### config.mk
export PLATFORM = sky130hd
export DESIGN_NAME = trbs_ctrl
export DESIGN_NICKNAME = d
export VERILOG_FILES = /design/src/rtl/trbs_pkg.sv /design/src/rtl/trbs_ctrl.sv
export SDC_FILE = /design/constraint.sdc
export NUM_CORES = 1
export LEC_CHECK = 0
export ABC_CLOCK_PERIOD_IN_PS = 1700
export BUFFER_PORTS_ARGS = -buffer_cell sky130_fd_sc_hd__buf_2
export CAP_MARGIN = 20
export CORE_AREA = 2 2 39 41
export DETAILED_ROUTE_END_ITERATION = 8
export DIE_AREA = 0 0 41 43
export GPL_TIMING_DRIVEN = 1
export RECOVER_POWER = 100
export SYNTH_ARGS = -nofsm -noshare
export SYNTH_HDL_FRONTEND = slang
export SYNTH_SLANG_ARGS = --single-unit
export TNS_END_PERCENT = 30
### constraint.sdc
create_clock -name i_clk -period 1.7 [get_ports i_clk]
set_input_delay 0 -clock i_clk [delete_from_list [all_inputs] [get_ports i_clk]]
set_output_delay 0 -clock i_clk [all_outputs]
set_load 0.01 [all_outputs]
### src/rtl/trbs_pkg.sv
package trbs_pkg;

    // Field widths of one input item and one result item
    localparam int unsigned ADDR_W     = 8;
    localparam int unsigned DATA_W     = 8;
    localparam int unsigned MASK_W     = 3;
    localparam int unsigned STAT_W     = 2;
    localparam int unsigned S_TDATA_W  = ADDR_W + DATA_W;
    localparam int unsigned M_FIELDS_W = DATA_W + MASK_W + STAT_W;
    localparam int unsigned M_TDATA_W  = ((M_FIELDS_W + 7) / 8) * 8;
    localparam int unsigned M_PAD_W    = M_TDATA_W - M_FIELDS_W;

    // Entries per copy bank
    localparam int unsigned BANK_DEPTH_DEF = 256;
    localparam int unsigned NUM_COPIES     = 3;

    // Operation carried on tuser
    localparam logic OP_READ  = 1'b0;
    localparam logic OP_WRITE = 1'b1;

    // Erased byte value
    localparam logic [DATA_W-1:0] ERASED_BYTE = 8'hFF;

    // Vote status codes
    localparam logic [STAT_W-1:0] STATUS_AGREE     = 2'd0;
    localparam logic [STAT_W-1:0] STATUS_CORRECTED = 2'd1;
    localparam logic [STAT_W-1:0] STATUS_DIFFERED  = 2'd2;

    // Repair mask bits
    localparam logic [MASK_W-1:0] REPAIR_NONE  = 3'b000;
    localparam logic [MASK_W-1:0] REPAIR_ONE   = 3'b001;
    localparam logic [MASK_W-1:0] REPAIR_TWO   = 3'b010;
    localparam logic [MASK_W-1:0] REPAIR_THREE = 3'b100;

    // Controller states, one-hot
    typedef enum logic [2:0] {
        ST_CLEAR = 3'b001,
        ST_IDLE  = 3'b010,
        ST_VOTE  = 3'b100
    } t_state;

    // Controller to datapath
    typedef struct packed {
        logic clear_en;   // write erased byte at sweep counter, advance it
        logic write_all;  // write input byte to all copies, load zero result
        logic rd_issue;   // latch index, read all copies
        logic commit;     // vote, write back repairs, load result
    } t_dp_cmd;

    // Datapath to controller
    typedef struct packed {
        logic clear_last;
        logic out_valid;
    } t_dp_status;

endpackage

### src/rtl/trbs_ctrl.sv
module trbs_ctrl (
    input  logic                  i_clk,
    input  logic                  i_rst_n,
    input  logic                  i_in_valid,
    input  logic                  i_op,
    input  logic                  i_out_ready,
    input  trbs_pkg::t_dp_status  i_status,
    output logic                  o_in_ready,
    output trbs_pkg::t_dp_cmd     o_cmd
);

    trbs_pkg::t_state r_state;
    trbs_pkg::t_state n_state;
    logic             w_accept;

    // Take an item only when the result register is free by the next edge
    assign o_in_ready = (r_state == trbs_pkg::ST_IDLE)
                        && (!i_status.out_valid || i_out_ready);
    assign w_accept   = o_in_ready && i_in_valid;

    always_comb begin
        n_state = r_state;
        o_cmd   = '0;
        case (r_state)
            trbs_pkg::ST_CLEAR: begin
                o_cmd.clear_en = 1'b1;
                if (i_status.clear_last) begin
                    n_state = trbs_pkg::ST_IDLE;
                end
            end
            trbs_pkg::ST_IDLE: begin
                if (w_accept) begin
                    if (i_op == trbs_pkg::OP_WRITE) begin
                        o_cmd.write_all = 1'b1;
                    end else begin
                        o_cmd.rd_issue = 1'b1;
                        n_state        = trbs_pkg::ST_VOTE;
                    end
                end
            end
            trbs_pkg::ST_VOTE: begin
                o_cmd.commit = 1'b1;
                n_state      = trbs_pkg::ST_IDLE;
            end
            default: begin
                n_state = trbs_pkg::ST_CLEAR;
            end
        endcase
    end

    always_ff @(posedge i_clk) begin
        if (!i_rst_n) begin
            r_state <= trbs_pkg::ST_CLEAR;
        end else begin
            r_state <= n_state;
        end
    end

endmodule

Word-level counts from Yosys, hierarchy flattened
Index checks and enable logic that the tools add are counted.

Memories: 0. Register bits: 3. Output and inout port bits: 5. RAM bits: 0. Latch bits: 0. ROM bits: 0.

Eq/ne operators: 6. Shift operators: 0. Bitwise operators: 0. $mul: 0. Reductions and logical operators: 5. Multiplexer cells: 10. Add/sub/neg operators: 0. Divide/modulo/power cells: 0. Magnitude comparators: 0.

Operator list (number): 3-bit 2-to-1 mux (3); 3-bit one-hot mux with 3 select lines (1); 2-bit inequality test, second input constant (3); 1-bit 2-to-1 mux (4); 2-bit 2-to-1 mux (2); 3-bit by 1-bit equality test with 1-bit output, second input constant (1); 3-bit by 2-bit equality test with 1-bit output, second input constant (1); 3-bit equality test, second input constant (1); 3-bit AND reduction (1); 1-bit logical AND (2); 1-bit zero test (1); 1-bit logical OR (1).

Longest topological paths before layout
Gate-level depths: netlist of the first run.

Depth in word-level cells: 6. Depth in mapped cells: 3. Depth with buffers taken out: 3.

Worst setup path before layout of the first run
Ideal clock, no wire load.

Kind: reg-to-output. Start point: register r_state[1]. End point: output port o_cmd[2] in the netlist's numbering. Buffers on the path: 0. Setup slack: 598 ps. Data arrival time: 1102 ps. Stages on the path, launching flop included: 4. Required time: 1700 ps. Cell sequence: dfxtp_1 -> nand2b_4 -> nor3_1 -> and3_1.

RTL lines: start: declaration (RTL line trbs_ctrl.sv:12) `trbs_pkg::t_state r_state;`; start signal: assignment (RTL line trbs_ctrl.sv:53) `r_state <= trbs_pkg::ST_CLEAR;`; start signal: assignment (RTL line trbs_ctrl.sv:55) `r_state <= n_state;`; end: declaration (RTL line trbs_ctrl.sv:9) `output trbs_pkg::t_dp_cmd o_cmd`.

==> impl_metrics.json, run 1 <==
{
  "outcome": "completed",
  "syn_area_um2": 188.9,
  "tritoncts": "built",
  "clockBufferDepth": 2,
  "hold_buffers_post_cts": 0,
  "reg2reg_setup_slack_ps": 600,
  "regMostFlops": "r_state",
  "global_route.peak_usage_layer": "met2",
  "initial_core_util": 0.1365,
  "area_growth_from_synthesis_to_layout_pct": 36.42,
  "globalRouteMet1Util": 0.06070,
  "slew_headroom": 0.8155,
  "skew_ps": 2.173,
  "globalRoute.totalOverflow": 0,
  "timing.critical_path.to_type": "output pin",
  "worst-slew-pin-transition_ps": 274.3,
  "post-synth-top-count-cell": "dfxtp_1",
  "drtIter0Drc": 6,
  "cts_htree_levels": 1,
  "num_rows": 14,
  "die_h_um": 43,
  "timing_max_transition_violations_final": 0,
  "routed-via-count": 189,
  "data_arrival_time_of_the_critical_path_ps": 1320,
  "post-route-worst-setup-slack_ps": 383.2,
  "startpoint_type": "register",
  "routed_wire_length_per_instance_um": 8.216,
  "dp_slack_ps": 632.7,
  "dominantRegCellSynth": "dfxtp_1",
  "period_utilization_post_route": 0.7746,
  "power_density_nw_per_um2": 880.8,
  "ys.warnings.count": 0,
  "startpoint": "r_state[0]",
  "use_met2": 0.08750,
  "largest_registers_in_the_final_layout": "r_state (3)",
  "synth_top_cell_by_area": "dfxtp_1",
  "worstSkewPairLatency_ps": 230,
  "cts-root-buf": "clkbuf_4",
  "r2r-start": "r_state[0]",
  "antenna_found_initial": 0,
  "synth.cells.most_frequent": "dfxtp_1 (3), and3_1 (2)",
  "critical_path.slowest_cell": "dfxtp_1",
  "die_area_um2": 1763,
  "worstRegToRegCells": 3,
  "path_class": "reg -> out",
  "timing.critical_path.max_delay_family": "simple AND/OR/NAND/NOR gates",
  "ys_ff_latch": 3,
  "antenna_left": 0,
  "globalRouteTotalUtil": 0.06814,
  "buffer_ports.inserted": 11,
  "worstPathMaxFanout": 5,
  "remaining_drc_errors": 0,
  "grt_use_met3": 0.06283,
  "slowest_delay_ps": 320,
  "grt_first_pass_wirelength_um": 724,
  "viasPerCell": 3.706,
  "yosysSeqAreaShare": 0.3179,
  "synth_async_sr_flop_share": 0,
  "num-nets-final": 43,
  "first_global_vias": 191,
  "finalSetupTns_ps": 0,
  "ir_worst_vdd_v": 0.0002505,
  "syn_inst": 20,
  "largest_register_ffs": 3,
  "syn-num-nets": 27,
  "power_leakage_nw": 0.1148,
  "drv.max_cap_violation_count": 0,
  "num_antenna_cells": 0,
  "fillCellCount": 171,
  "reg2reg_to": "r_state[2]",
  "final-hold-violation-count": 0,
  "post_synth_main_area_contributors": "dfxtp_1 (32%), nor4_4 (11%), nand2b_4 (7.3%)",
  "setup_violations": 0,
  "yosys.area.top_type_share": 0.3179,
  "post_cts_setup_buffer_count": 0,
  "mean_cell_area_of_the_mapped_netlist_um2": 9.447,
  "gp_congestion": 0.6343,
  "clkSinkCount": 3,
  "worst-path-buf-inv": 1,
  "firstDrtPassIters": 2,
  "fin_crit_ps": 1317,
  "rsz0062_at_grt": "false",
  "crit_path_end": "o_cmd[2]",
  "number_of_gates_resized_after_cts": 0,
  "design.portCount": 12,
  "worstSetupPathDepth": 4,
  "layout-drive-gt1-share": 0.3143,
  "die_w_um": 41,
  "worst_hold_path_type": "in -> reg",
  "timing.fmax_ghz": 0.7594,
  "cts-buffers-inserted": 3,
  "postRouteWirelength_um": 419,
  "maximum_number_of_pins_on_one_net_before_global_route_repair": 7,
  "synth_edf_count": 0,
  "critical_path.cell_chain": "nand2b_1 -> nor3_1 -> and3_1 -> clkbuf_1",
  "floorplan.core_area_um2": 1384,
  "cp_data_required_time_ps": 1700,
  "clk_transition_reported_paths_ps": 40,
  "synth.lib_cells_used.distinct": 17
}
## worst min path at each step
stage,startpoint,endpoint,slack [ps],depth (start not counted)
global route,i_rst_n,r_state[2],30,2
floorplan,i_rst_n,r_state[1],140,2
CTS,i_rst_n,r_state[2],20,2
global placement,i_rst_n,r_state[2],270,2
finish,i_rst_n,r_state[2],20,2
detailed placement,i_rst_n,r_state[2],260,2
## power by group
| group | switching (mW) | leakage, nW | internal (mW) |
|---|---|---|---|
| logic | 0.0115 | 0.0752 | 0.0132 |
| clock network | 0.0364 | 0.0150 | 0.0879 |
| registers | 0.00367 | 0.0246 | 0.0744 |
| total | 0.0516 | 0.115 | 0.175 |
## worst reg2reg max path, cell delays in order, from the launching register on
cell,delay [ps]
dfxtp_1,320
nand2b_1,210
nor4_1,320
and3_1,190
## cell usage in the layout (no fill, tap or decap)
cell type,count
buf_2,7
clkbuf_1,5
clkbuf_4,3
dfxtp_1,3
nor3b_1,2
nand2b_1,2
and3_1,2
nor2b_1,1
nor3_1,1
nor4_1,1
inv_1,1
a31oi_1,1
o21ai_0,1
nand2_1,1
a21o_2,1
o21bai_1,1
a21oi_1,1
nor2_1,1
## final cells by class
cell class,count,area (um2),area share
clock buffers,4,26.28,0.1019
inverters,1,3.754,0.01456
repair buffers,11,50.05,0.1942
multi-input cells,16,97.59,0.3786
flip-flops and latches,3,60.06,0.2330
well taps,16,20.02,0.07767
## per-layer routing
layer  share of wire  vias up  wire length [um]
li1                -      103                 -
met1            0.42       80               178
met2            0.48        6               200
met3           0.095        0                40
met4               0        0                 0
met5               0        -                 0
## stage by stage
stage	instance area [um2]	utilization	power (mW)	hold slack (ps)	instances
final	257.7	0.1863	0.2270	24.51	51
after floorplan	188.9	-	0.09699	141.0	20
after CTS	290.3	0.2098	0.2409	17.12	51
after global routing	257.7	0.1863	0.2490	30.63	51
after global placement	264.0	0.1908	0.1094	265.7	47
after detailed placement	264.0	0.1908	0.1099	260.7	47
## kinds of logic (layout without fill, tap and decap cells)
| family | count (synthesis) | count (layout) | share of synthesized area |
|---|---|---|---|
| AOI/OAI and AO/OA | 5 | 5 | 0.1722 |
| buffers and inverters | 1 | 16 | 0.01985 |
| DFF | 3 | 3 | 0.3179 |
| and+or+nand+nor | 11 | 11 | 0.4900 |
(Power assumes the default switching activity.)
==> run 2, diff against run 1 <==
--- a/config.mk
+++ b/config.mk
@@ -5,7 +5,7 @@
 export SDC_FILE = /design/constraint.sdc
 export NUM_CORES = 1
 export LEC_CHECK = 0
-export ABC_CLOCK_PERIOD_IN_PS = 1700
+export ABC_CLOCK_PERIOD_IN_PS = 1300
 export BUFFER_PORTS_ARGS = -buffer_cell sky130_fd_sc_hd__buf_2
 export CAP_MARGIN = 20
 export CORE_AREA = 2 2 39 41
==> constraint.sdc (replaced) <==
create_clock -name i_clk -period 1.3 [get_ports i_clk]
set_input_delay 0 -clock i_clk [delete_from_list [all_inputs] [get_ports i_clk]]
set_output_delay 0 -clock i_clk [all_outputs]
set_load 0.01 [all_outputs]
==> run 2 against run 1 <==
Against the previous run: clock skew is 0.84 ps lower; count of clock-buffer cells in the layout stayed put; routed wire length is 2.4% lower; non-clock buffer count stayed put; clock power is 27% higher; sequential cell count stayed put; die area stayed put; critical path depth stayed put; largest cell class unchanged; largest power group unchanged.
==> impl_metrics.json, run 2 (same netlist as run 1, synthesis figures left out) <==
{
  "outcome": "completed",
  "cp_data_required_time_ps": 1300,
  "hold_buffers_post_cts": 0,
  "cts-root-buf": "clkbuf_4",
  "area_growth_from_synthesis_to_layout_pct": 51.66,
  "worstSkewPairLatency_ps": 230,
  "mostFrequentLayoutCell": "buf_2",
  "data_arrival_time_of_the_critical_path_ps": 1190,
  "antenna_found_initial": 0,
  "routed_wire_length_per_instance_um": 8.020,
  "worstPathMaxFanout": 5,
  "drtIter0Drc": 0,
  "viasPerCell": 3.784,
  "post-route-worst-setup-slack_ps": 113.9,
  "setup_violations": 0,
  "clockBufferDepth": 2,
  "skew_ps": 1.337,
  "buffer_ports.inserted": 11,
  "final_cell_mix": "buf_2 (6), clkbuf_1 (5), clkbuf_4 (3)",
  "num_rows": 14,
  "ir_worst_vdd_v": 0.0002926,
  "stdcell_count": 51,
  "gp_congestion": 0.6552,
  "largest_registers_in_the_final_layout": "r_state (3)",
  "num-nets-final": 43,
  "largest_register_ffs": 3,
  "path_class": "reg -> out",
  "routed-via-count": 193,
  "die_w_um": 41,
  "globalRoute.totalOverflow": 0,
  "post-place-cells": 47,
  "first_global_vias": 177,
  "fin_util": 0.2071,
  "clk_transition_reported_paths_ps": 30,
  "firstDrtPassIters": 1,
  "cts-buffers-inserted": 3,
  "timing.fmax_ghz": 0.8431,
  "grt_first_pass_wirelength_um": 634,
  "rsz0062_at_grt": "false",
  "timing.critical_path.to_type": "output pin",
  "regMostFlops": "r_state",
  "timing_max_transition_violations_final": 0,
  "initial_core_util": 0.1365,
  "remaining_drc_errors": 0,
  "postRouteWirelength_um": 409,
  "finalSetupTns_ps": 0,
  "cts_htree_levels": 1,
  "globalRouteTotalUtil": 0.06018,
  "floorplan.core_area_um2": 1384,
  "final-hold-violation-count": 0,
  "layout-drive-gt1-share": 0.4286,
  "fin_crit_ps": 1186,
  "startpoint_type": "register",
  "period_utilization_post_route": 0.9124,
  "worst-slew-pin-transition_ps": 335.9,
  "num_antenna_cells": 0,
  "clkSinkCount": 3,
  "antenna_left": 0,
  "dp_slack_ps": 220.0,
  "die_h_um": 43,
  "maximum_number_of_pins_on_one_net_before_global_route_repair": 7,
  "design_power_total_mw": 0.2987,
  "tritoncts": "built",
  "slew_headroom": 0.7756,
  "worst_hold_path_type": "in -> reg",
  "design.portCount": 12,
  "power_density_nw_per_um2": 1043,
  "drv.max_cap_violation_count": 0,
  "power_leakage_nw": 0.1243,
  "die_area_um2": 1763
}
[run 2: changes by cell type in the layout (fill, tap and decap cells not counted), sizes merged]
cell / change
buf: -1
clkbuf: +1
[run 2: critical path, cell delays in order (launching register included)]
cell	delay, ps
dfxtp_1	320
nand2b_4	170
nor3_2	170
and3_1	170
clkbuf_2	120
[run 2: final timing paths]
| path | end | cells after the start | slack, ps | startpoint |
|---|---|---|---|---|
| worst min register to register | r_state[0] | 2 | 590 | r_state[1] |
| worst max register to register | r_state[0] | 3 | 150 | r_state[2] |
| worst min-delay path | r_state[2] | 2 | 30 | i_rst_n |
| worst max-delay path | o_cmd[2] | 4 | 110 | r_state[0] |
[run 2: final cells by class]
| class | count | area (um2) |
|---|---|---|
| Tap cell | 16 | 20.02 |
| Multi-Input combinational cell | 16 | 125.1 |
| Inverter | 1 | 3.754 |
| Sequential cell | 3 | 61.31 |
| Clock buffer | 4 | 26.28 |
| Fill cell | 162 | 1097 |
| Timing Repair Buffer | 11 | 50.05 |
[run 2: layer usage]
layer / global-route usage / wire (um)
met2: 0.07188 / 210
met5: 0 / 0
met4: 0.08000 / 0
met1: 0.06090 / 159
met3: 0.03141 / 39
[run 2: report_power, final]
| part | internal [mW] | switching [mW] | total, mW |
|---|---|---|---|
| logic | 0.0195 | 0.0179 | 0.0374 |
| registers | 0.0979 | 0.00614 | 0.104 |
| clock network | 0.115 | 0.0427 | 0.157 |
[run 2: per-stage QoR]
step | hold WS (ps) | cell area, um2
global route | 38.31 | 286.5
global placement | 261.2 | 264.0
detailed placement | 267.9 | 264.0
floorplan | 141.0 | 188.9
finish | 31.18 | 286.5
CTS | 29.46 | 290.3
[run 2: repair_timing]
item                                    4_1_cts  5_1_grt
resized for setup                             0        2
buffers inserted                              0        0
endpoints found under the setup margin        0        1
